File: src/hdl/skvt_pkg.sv
`default_nettype none

package skvt_pkg;

  // Default table size, in entries.
  localparam int CAPACITY_DEF = 128;

  typedef enum logic [1:0] {
    CMD_INSERT = 2'd0,
    CMD_REMOVE = 2'd1,
    CMD_SEARCH = 2'd2,
    CMD_NOP    = 2'd3
  } cmd_e;

  typedef enum logic [2:0] {
    ST_OK        = 3'd0,
    ST_DUP       = 3'd1,
    ST_FULL      = 3'd2,
    ST_NOT_FOUND = 3'd3,
    ST_EMPTY     = 3'd4
  } status_e;

  typedef enum logic [2:0] {
    S_IDLE,
    S_SCAN,
    S_SHIFT_UP,
    S_SHIFT_DN,
    S_INSERT,
    S_DONE
  } state_e;

  typedef struct packed {
    logic [1:0]         cmd;
    logic signed [31:0] key;
    logic [31:0]        value_cents;
  } req_t;

  typedef struct packed {
    logic [2:0]  status;
    logic [31:0] found_value;
    logic [7:0]  entry_count;
  } rsp_t;

  // One table row as it sits in the memory.
  typedef struct packed {
    logic [31:0] key;
    logic [31:0] value;
  } entry_t;

endpackage

`default_nettype wire

File: src/hdl/skvt_ctrl.sv
`default_nettype none

module skvt_ctrl #(
  parameter int CAPACITY = skvt_pkg::CAPACITY_DEF,
  localparam int IW = $clog2(CAPACITY),
  localparam int CW = $clog2(CAPACITY + 1)
) (
  input  wire logic             clk,
  input  wire logic             rst,
  input  wire logic             req_valid,
  input  wire skvt_pkg::req_t   req,
  output logic                  idle,
  input  wire logic             out_free,
  output logic                  res_load,
  output skvt_pkg::rsp_t        res,
  output logic                  mem_we,
  output logic [IW-1:0]         mem_waddr,
  output skvt_pkg::entry_t      mem_wdata,
  output logic [IW-1:0]         mem_raddr,
  input  wire skvt_pkg::entry_t mem_rdata
);
  import skvt_pkg::*;

  state_e      state, state_next;
  logic [CW-1:0] idx, idx_next;
  logic [CW-1:0] pos, pos_next;
  logic [CW-1:0] count, count_next;
  status_e     status_q, status_next;
  logic [31:0] found_q, found_next;
  logic [1:0]  cmd_q;
  logic [31:0] key_q;
  logic [31:0] value_q;
  logic        at_end;
  logic        less;
  logic        hit;

  assign idle = (state == S_IDLE);

  // The shared comparator: one stored key against the command key per cycle.
  assign at_end = (idx == count);
  assign less   = !at_end && ($signed(mem_rdata.key) < $signed(key_q));
  assign hit    = !at_end && (mem_rdata.key == key_q);

  always_ff @(posedge clk) begin
    if (rst) begin
      state <= S_IDLE;
      count <= '0;
    end else begin
      state <= state_next;
      count <= count_next;
    end
  end

  always_ff @(posedge clk) begin
    idx      <= idx_next;
    pos      <= pos_next;
    status_q <= status_next;
    found_q  <= found_next;
    if (state == S_IDLE && req_valid) begin
      cmd_q   <= req.cmd;
      key_q   <= req.key;
      value_q <= req.value_cents;
    end
  end

  always_comb begin
    state_next  = state;
    idx_next    = idx;
    pos_next    = pos;
    count_next  = count;
    status_next = status_q;
    found_next  = found_q;
    mem_we      = 1'b0;
    mem_waddr   = idx[IW-1:0];
    mem_wdata   = mem_rdata;
    mem_raddr   = '0;
    res_load    = 1'b0;

    case (state)
      S_IDLE: begin
        idx_next    = '0;
        found_next  = '0;
        status_next = ST_OK;
        if (req_valid) begin
          if (req.cmd == CMD_NOP) begin
            state_next = S_DONE;
          end else if (req.cmd == CMD_INSERT && count == CW'(CAPACITY)) begin
            status_next = ST_FULL;
            state_next  = S_DONE;
          end else if (req.cmd != CMD_INSERT && count == '0) begin
            status_next = ST_EMPTY;
            state_next  = S_DONE;
          end else begin
            state_next = S_SCAN;
          end
        end
      end

      S_SCAN: begin
        // Prefetch the next row so that the scan runs one row per cycle.
        mem_raddr = IW'(idx + CW'(1));
        if (less) begin
          idx_next = idx + CW'(1);
        end else begin
          case (cmd_q)
            CMD_INSERT: begin
              pos_next = idx;
              if (hit) begin
                status_next = ST_DUP;
                state_next  = S_DONE;
              end else if (at_end) begin
                state_next = S_INSERT;
              end else begin
                idx_next   = count;
                mem_raddr  = IW'(count - CW'(1));
                state_next = S_SHIFT_UP;
              end
            end
            CMD_SEARCH: begin
              if (hit) begin
                found_next = mem_rdata.value;
              end else begin
                status_next = ST_NOT_FOUND;
              end
              state_next = S_DONE;
            end
            CMD_REMOVE: begin
              if (!hit) begin
                status_next = ST_NOT_FOUND;
                state_next  = S_DONE;
              end else if (idx + CW'(1) == count) begin
                count_next = count - CW'(1);
                state_next = S_DONE;
              end else begin
                state_next = S_SHIFT_DN;
              end
            end
            default: begin
              state_next = S_DONE;
            end
          endcase
        end
      end

      S_SHIFT_UP: begin
        mem_we    = 1'b1;
        mem_raddr = IW'(idx - CW'(2));
        if (idx == pos + CW'(1)) begin
          state_next = S_INSERT;
        end else begin
          idx_next = idx - CW'(1);
        end
      end

      S_SHIFT_DN: begin
        mem_we    = 1'b1;
        mem_raddr = IW'(idx + CW'(2));
        if (idx + CW'(2) == count) begin
          count_next = count - CW'(1);
          state_next = S_DONE;
        end else begin
          idx_next = idx + CW'(1);
        end
      end

      S_INSERT: begin
        mem_we     = 1'b1;
        mem_waddr  = pos[IW-1:0];
        mem_wdata  = '{key: key_q, value: value_q};
        count_next = count + CW'(1);
        state_next = S_DONE;
      end

      S_DONE: begin
        if (out_free) begin
          res_load   = 1'b1;
          state_next = S_IDLE;
        end
      end

      default: begin
        state_next = S_IDLE;
      end
    endcase
  end

  assign res = '{status: status_q, found_value: found_q, entry_count: 8'(count)};

endmodule

`default_nettype wire

File: config.mk
export PLATFORM = sky130hd
export DESIGN_NAME = skvt_ctrl
export DESIGN_NICKNAME = d
export VERILOG_FILES = /design/src/hdl/skvt_pkg.sv /design/src/hdl/skvt_ctrl.sv
export SDC_FILE = /design/constraint.sdc
export NUM_CORES = 1
export LEC_CHECK = 0
export BUFFER_PORTS_ARGS = -buffer_cell sky130_fd_sc_hd__buf_2
export CAP_MARGIN = 20
export CORE_MARGIN = 1
export CORE_UTILIZATION = 52
export CTS_CLUSTER_SIZE = 8
export DETAILED_ROUTE_END_ITERATION = 8
export PLACE_DENSITY = 0.9
export SLEW_MARGIN = 0
export SYNTH_ARGS = -nofsm -noshare
export SYNTH_HDL_FRONTEND = slang
export SYNTH_SLANG_ARGS = --single-unit
File: constraint.sdc
create_clock -name clk -period 5.5 [get_ports clk]
set_input_delay 0.275 -clock clk [delete_from_list [all_inputs] [get_ports clk]]
set_output_delay 0.275 -clock clk [all_outputs]
set_load 0.01 [all_outputs]
After elaboration in Yosys (flattened, before gate mapping)
Index checks and enable logic that the tools add are counted.
{"block": "totals", "register_bits": 128, "input_bits": 134, "out_inout_bits": 124, "wordCells": 121}
{"block": "op_classes", "addsub": 7, "n_lt_le_gt_ge": 1, "eq_ne": 31, "mux": 50, "bitwise_logic": 1, "n_reduce_logical": 22}
{"operator": "$mux 32", "n": 3}
{"operator": "$mux 8", "n": 11}
{"operator": "$mux 64", "n": 1}
{"operator": "$pmux 32 s2", "n": 1}
{"operator": "$mux 3", "n": 19}
{"operator": "$mux 7", "n": 5}
{"operator": "$eq 32x32->1", "n": 1}
{"operator": "$eq 8x8->1", "n": 4}
{"operator": "$lt 32x32->1", "n": 1}
{"operator": "$pmux 8 s4", "n": 1}
{"operator": "$add 8x1->8 const B", "n": 3}
{"operator": "$pmux 8 s3", "n": 1}
{"operator": "$pmux 7 s3", "n": 1}
{"operator": "$ne 2x2->1 const B", "n": 10}
{"operator": "$pmux 3 s2", "n": 3}
{"operator": "$pmux 3 s6", "n": 1}
{"operator": "$sub 8x1->8 const B", "n": 2}
{"operator": "$ne 3x3->1 const B", "n": 4}
{"operator": "$reduce_and 6->1", "n": 2}
{"operator": "$reduce_and 5->1", "n": 2}
{"operator": "$add 8x2->8 const B", "n": 1}
{"operator": "$eq 8x8->1 const B", "n": 1}
{"operator": "$logic_not 8->1", "n": 1}
{"operator": "$sub 7x2->7 const B", "n": 1}
{"operator": "20 further kinds", "n": 32}

Depth between registers and ports, before layout
{"block": "logic_depth", "depth_word": 7, "ltp_mapped": 12, "mapped_depth_nobuf": 10}

Worst setup path after synthesis
OpenSTA, ideal clock, no wires.
{"block": "synth_path", "path_type": "register -> register", "startpoint": "register key_q[29]", "endpoint": "register found_q[0], enable pin", "setup_time_ns": 0.461, "arrival_time_ns": 4.224, "t_required_ns": 5.039, "path_slack_ns": 0.815, "path_stages_with_launch": 12, "n_path_buf": 1, "period_less_slack_ns": 4.685, "path_cell_list": "edfxtp_1 > inv_1 > ha_1 > a21o_1 > a21o_1 > a221oi_1 > o21ai_0 > nor3_2 > or3_1 > buf_2 > a31oi_1 > nor3_1"}
{"block": "synth_between", "elab_chain_cells": 4, "word_cells_on_any_way": 7, "cone_classes": "1 x order compare; 3 x eq/ne; 3 x reduce/logical"}
{"item": "start: declaration", "line_no": "skvt_ctrl.sv:31", "text": "logic [31:0] key_q;"}
{"item": "start signal: assignment", "line_no": "skvt_ctrl.sv:61", "text": "key_q <= req.key;"}
{"item": "$lt 32x32->1 or $eq 32x32->1 (tied branches)", "line_no": "skvt_ctrl.sv:41, skvt_ctrl.sv:42"}
{"item": "$logic_and 1x1->1, on equally long branches", "line_no": "skvt_ctrl.sv:41, skvt_ctrl.sv:42"}
{"item": "$ne 2x2->1 (no line)"}
{"item": "$reduce_and 4->1 (no line) *"}
{"item": "end signal: assignment", "line_no": "skvt_ctrl.sv:58", "text": "found_q <= found_next;"}
{"item": "end: declaration", "line_no": "skvt_ctrl.sv:29", "text": "logic [31:0] found_q, found_next;"}
Every way passes the cells marked *; elsewhere a longest branch is shown, timed or not.
A chain may end at the register's enable or synchronous reset.

Worst setup path after layout
{"block": "layout_path", "startpoint": "register idx[5]", "endpoint": "output mem_raddr[4]"}
{"block": "layout_between", "elab_chain_cells": 7, "word_cells_on_any_way": 9, "cone_classes": "1 x eq/ne; 5 x mux; 3 x reduce/logical"}
{"item": "start: declaration", "line_no": "skvt_ctrl.sv:25", "text": "logic [CW-1:0] idx, idx_next;"}
{"item": "start signal: assignment", "line_no": "skvt_ctrl.sv:55", "text": "idx <= idx_next;"}
{"item": "$eq 8x8->1 *", "line_no": "skvt_ctrl.sv:40", "text": "assign at_end = (idx == count);"}
{"item": "$logic_not 1->1", "line_no": "skvt_ctrl.sv:41, skvt_ctrl.sv:42"}
{"item": "$logic_and 1x1->1", "line_no": "skvt_ctrl.sv:42", "text": "assign hit = !at_end && (mem_rdata.key == key_q);"}
{"item": "$mux 7", "line_no": "skvt_ctrl.sv:108", "text": "if (hit) begin"}
{"item": "$mux 7", "line_no": "skvt_ctrl.sv:105", "text": "case (cmd_q)"}
{"item": "$mux 7 *", "line_no": "skvt_ctrl.sv:102", "text": "if (less) begin"}
{"item": "$pmux 7 s3 *", "line_no": "skvt_ctrl.sv:79", "text": "case (state)"}
{"item": "end: declaration", "line_no": "skvt_ctrl.sv:19", "text": "output logic [IW-1:0] mem_raddr,"}
Marks and branches as above.

==> flow_metrics.tcl <==
set metrics [dict create \
    place_congestion 0.976 \
    final-setup-viol-count 0 \
    synth_cells 820 \
    reg2reg_depth 9 \
    min_to "key_q[23]" \
    ys_types 73 \
    yosys_register_bits 128 \
    fin_worst_skew_ns 0.00879 \
    vias 7215 \
    syn_to_final_growth_pct 23.2 \
    period_share_pct 70.0 \
    r2r_setup_slack_ns 1.91 \
    first_pass_iters 5 \
    slowest_delay_ns 0.68 \
    port_buffers 257 \
    min_path_cells 1 \
    wl_met1_um 8680 \
    synth-edff-count 117 \
    leakage_nw 4.50 \
    die_w_um 126 \
    ant_nets 0 \
    dp.cells 1215 \
    path_delay_family "simple AND/OR/NAND/NOR gates" \
    start_kind "register" \
    drt_wl_total_um 22800 \
    holdCritStartpoint "req[55]" \
    rows 44 \
    drv_slew 0 \
    antenna-diode-count 0 \
    synth_compound_area_share_pct 12.3 \
    cts_resized 0 \
    grt_setup_unrepaired "false" \
    synth_top_family_by_area "simple AND/OR/NAND/NOR gates" \
    grt_overflow_total 0 \
    pin_count 258 \
    cp-end-kind "primary output" \
    yosys.area_share.simple_pct 20.4 \
    syn_area_um2 7970 \
    status "finished clean" \
    hold_ws_ns 0.0233 \
    h-tree-depth 4 \
    period_minus_slack_ns 3.85 \
    yosys-mux-area-fraction_pct 1.51 \
    clockRootBuffer "clkbuf_16" \
    routed-wl-met3_um 1810 \
    final_common_cell "buf_2" \
    die_h_um 126 \
    grt_max_degree 99 \
    cts_tree "done" \
    track_usage_pct 29.0 \
    drv_cap 0 \
    final_nets 1229 \
    cp_slowest_cell "edfxtp_1" \
    clockBufferDepth 2 \
    wl_met2_um 11300 \
    avgSynthCellArea_um2 9.72 \
    cts_setup_buffers 0 \
    clkTransAtPathRegs_ns 0.06 \
    cp_num_buf_inv 1 \
    drc 0 \
    grt_pass1_vias 7106 \
    num-fill-cells 1140 \
    ctsHoldBuffers 0 \
    synthArstFlopShare_pct 0 \
    drive_gt1_share_pct 29.8 \
    ys.warnings.count 0 \
    syn-num-nets 998 \
    crit_type "reg2out" \
    instances_no_fill 1248 \
    fin_ws_ns 1.65 \
    pre_cts_ws_ns 1.93 \
    power_mw 4.97 \
    fmax_ghz 0.260 \
    path_cells "xnor2_1, nand4_1, nor3_2, nand3b_1, a211oi_1, nor2_4, mux2i_1, o22ai_1, buf_2" \
    ys_seq_area_share_pct 46.8 \
    hold_class "in2reg" \
    worst_skew_pair.late_latency_ns 0.42 \
    worst_pin_slew_ns 0.957 \
    drt_iter0_markers 509 \
    dieArea_um2 15800 \
    final_cell_mix "buf_2 (257), nand2_1 (170), edfxtp_1 (117)" \
    cts_sinks 128 \
    vias_per_cell 5.78 \
    powerDensity_nw_per_um2 505 \
    top_layer "met4" \
    cp.required_ns 5.22 \
    finish.instance_area_um2 9830 \
    finalHoldViolCount 0 \
    coreArea_um2 14800 \
    synth-xor-area-share_pct 5.49 \
    ir_drop_v 0.000290 \
    initial_core_util_pct 54.0 \
    synthFlopType "edfxtp_1" \
    arrival_ns 3.58 \
    cp_max_fo 18 \
    finalSetupTns_ns 0 \
    grt_pass1_wl_um 35600 \
    numCtsBuffers 17 \
    synth-adder-area-share_pct 6.90 \
    wire_per_inst_um 18.3 \
    final_util_pct 66.6 \
    timing.rr.end "idx[0]" \
    place_area_um2 9210 \
    slew_headroom_pct 36.2 \
    reg2reg_from "key_q[31]" \
    antenna_found_initial 0 \
    critical_path_depth 9 \
    place_hpwl_um 16500 \
]
==> per-layer routing <==
| layer | global-route usage, % | vias up |
|---|---|---|
| met1 | 32.6 | 3353 |
| met5 | 0 | - |
| met4 | 15.4 | 0 |
| met3 | 7.99 | 76 |
| li1 | - | 3383 |
| met2 | 50.2 | 403 |
==> power breakdown <==
group | switching (mW) | internal [mW] | leakage, nW
registers | 0.263 | 1.44 | 1.24
clock network | 0.469 | 0.646 | 0.293
logic | 1.32 | 0.830 | 2.97
==> synthesized netlist by cell type (10+ instances only) <==
cell type  number  area share [%]
a21oi_1        26             1.6
and2_1         36             2.8
clkbuf_1       25             1.2
dfxtp_1        11             2.8
edfxtp_1      117              44
ha_1           44             6.9
inv_1          52             2.4
mux2i_1        12             1.5
nand2_1       171             8.0
nand3_1        10            0.63
nand4_1        14             1.1
nor2_1         31             1.5
nor3_1         14            0.88
o21ai_0        54             3.4
or4_1          10            0.94
xnor2_1        32             3.5
xor2_1         18             2.0
==> worst max-delay path by stage <==
stage	startpoint	to	slack, ns
2_1_floorplan	key_q[29]	found_q[0]	0.81
3_3_place_gp	mem_rdata[63]	idx[6]	2.07
3_5_place_dp	mem_rdata[63]	idx[7]	1.93
4_1_cts	idx[5]	mem_raddr[4]	1.75
5_1_grt	idx[5]	mem_raddr[4]	1.44
6_report	idx[5]	mem_raddr[4]	1.65
==> final cells by class <==
class	instances	area (um2)	share of cell area, %
sequential	128	3730	38.0
inverter	52	195	1.99
clock inverter	15	170	1.73
timing repair buffer	263	1340	13.7
tap	184	230	2.34
multi-input combinational	589	3730	37.9
clock buffer	17	425	4.33
==> flip-flops by register name (all words and copies together), names as in the netlist <==
signal / count
state: 3
count: 8
cmd_q: 2
idx: 8
value_q: 32
found_q: 32
pos: 8
key_q: 32
status_q: 3
==> kinds of logic after synthesis <==
family,after synthesis
mux,12
simple gates,332
fa+ha+maj,44
compound gates,151
buf+inv,103
flops,128
xor+xnor,50
(Power assumes the default switching activity.)
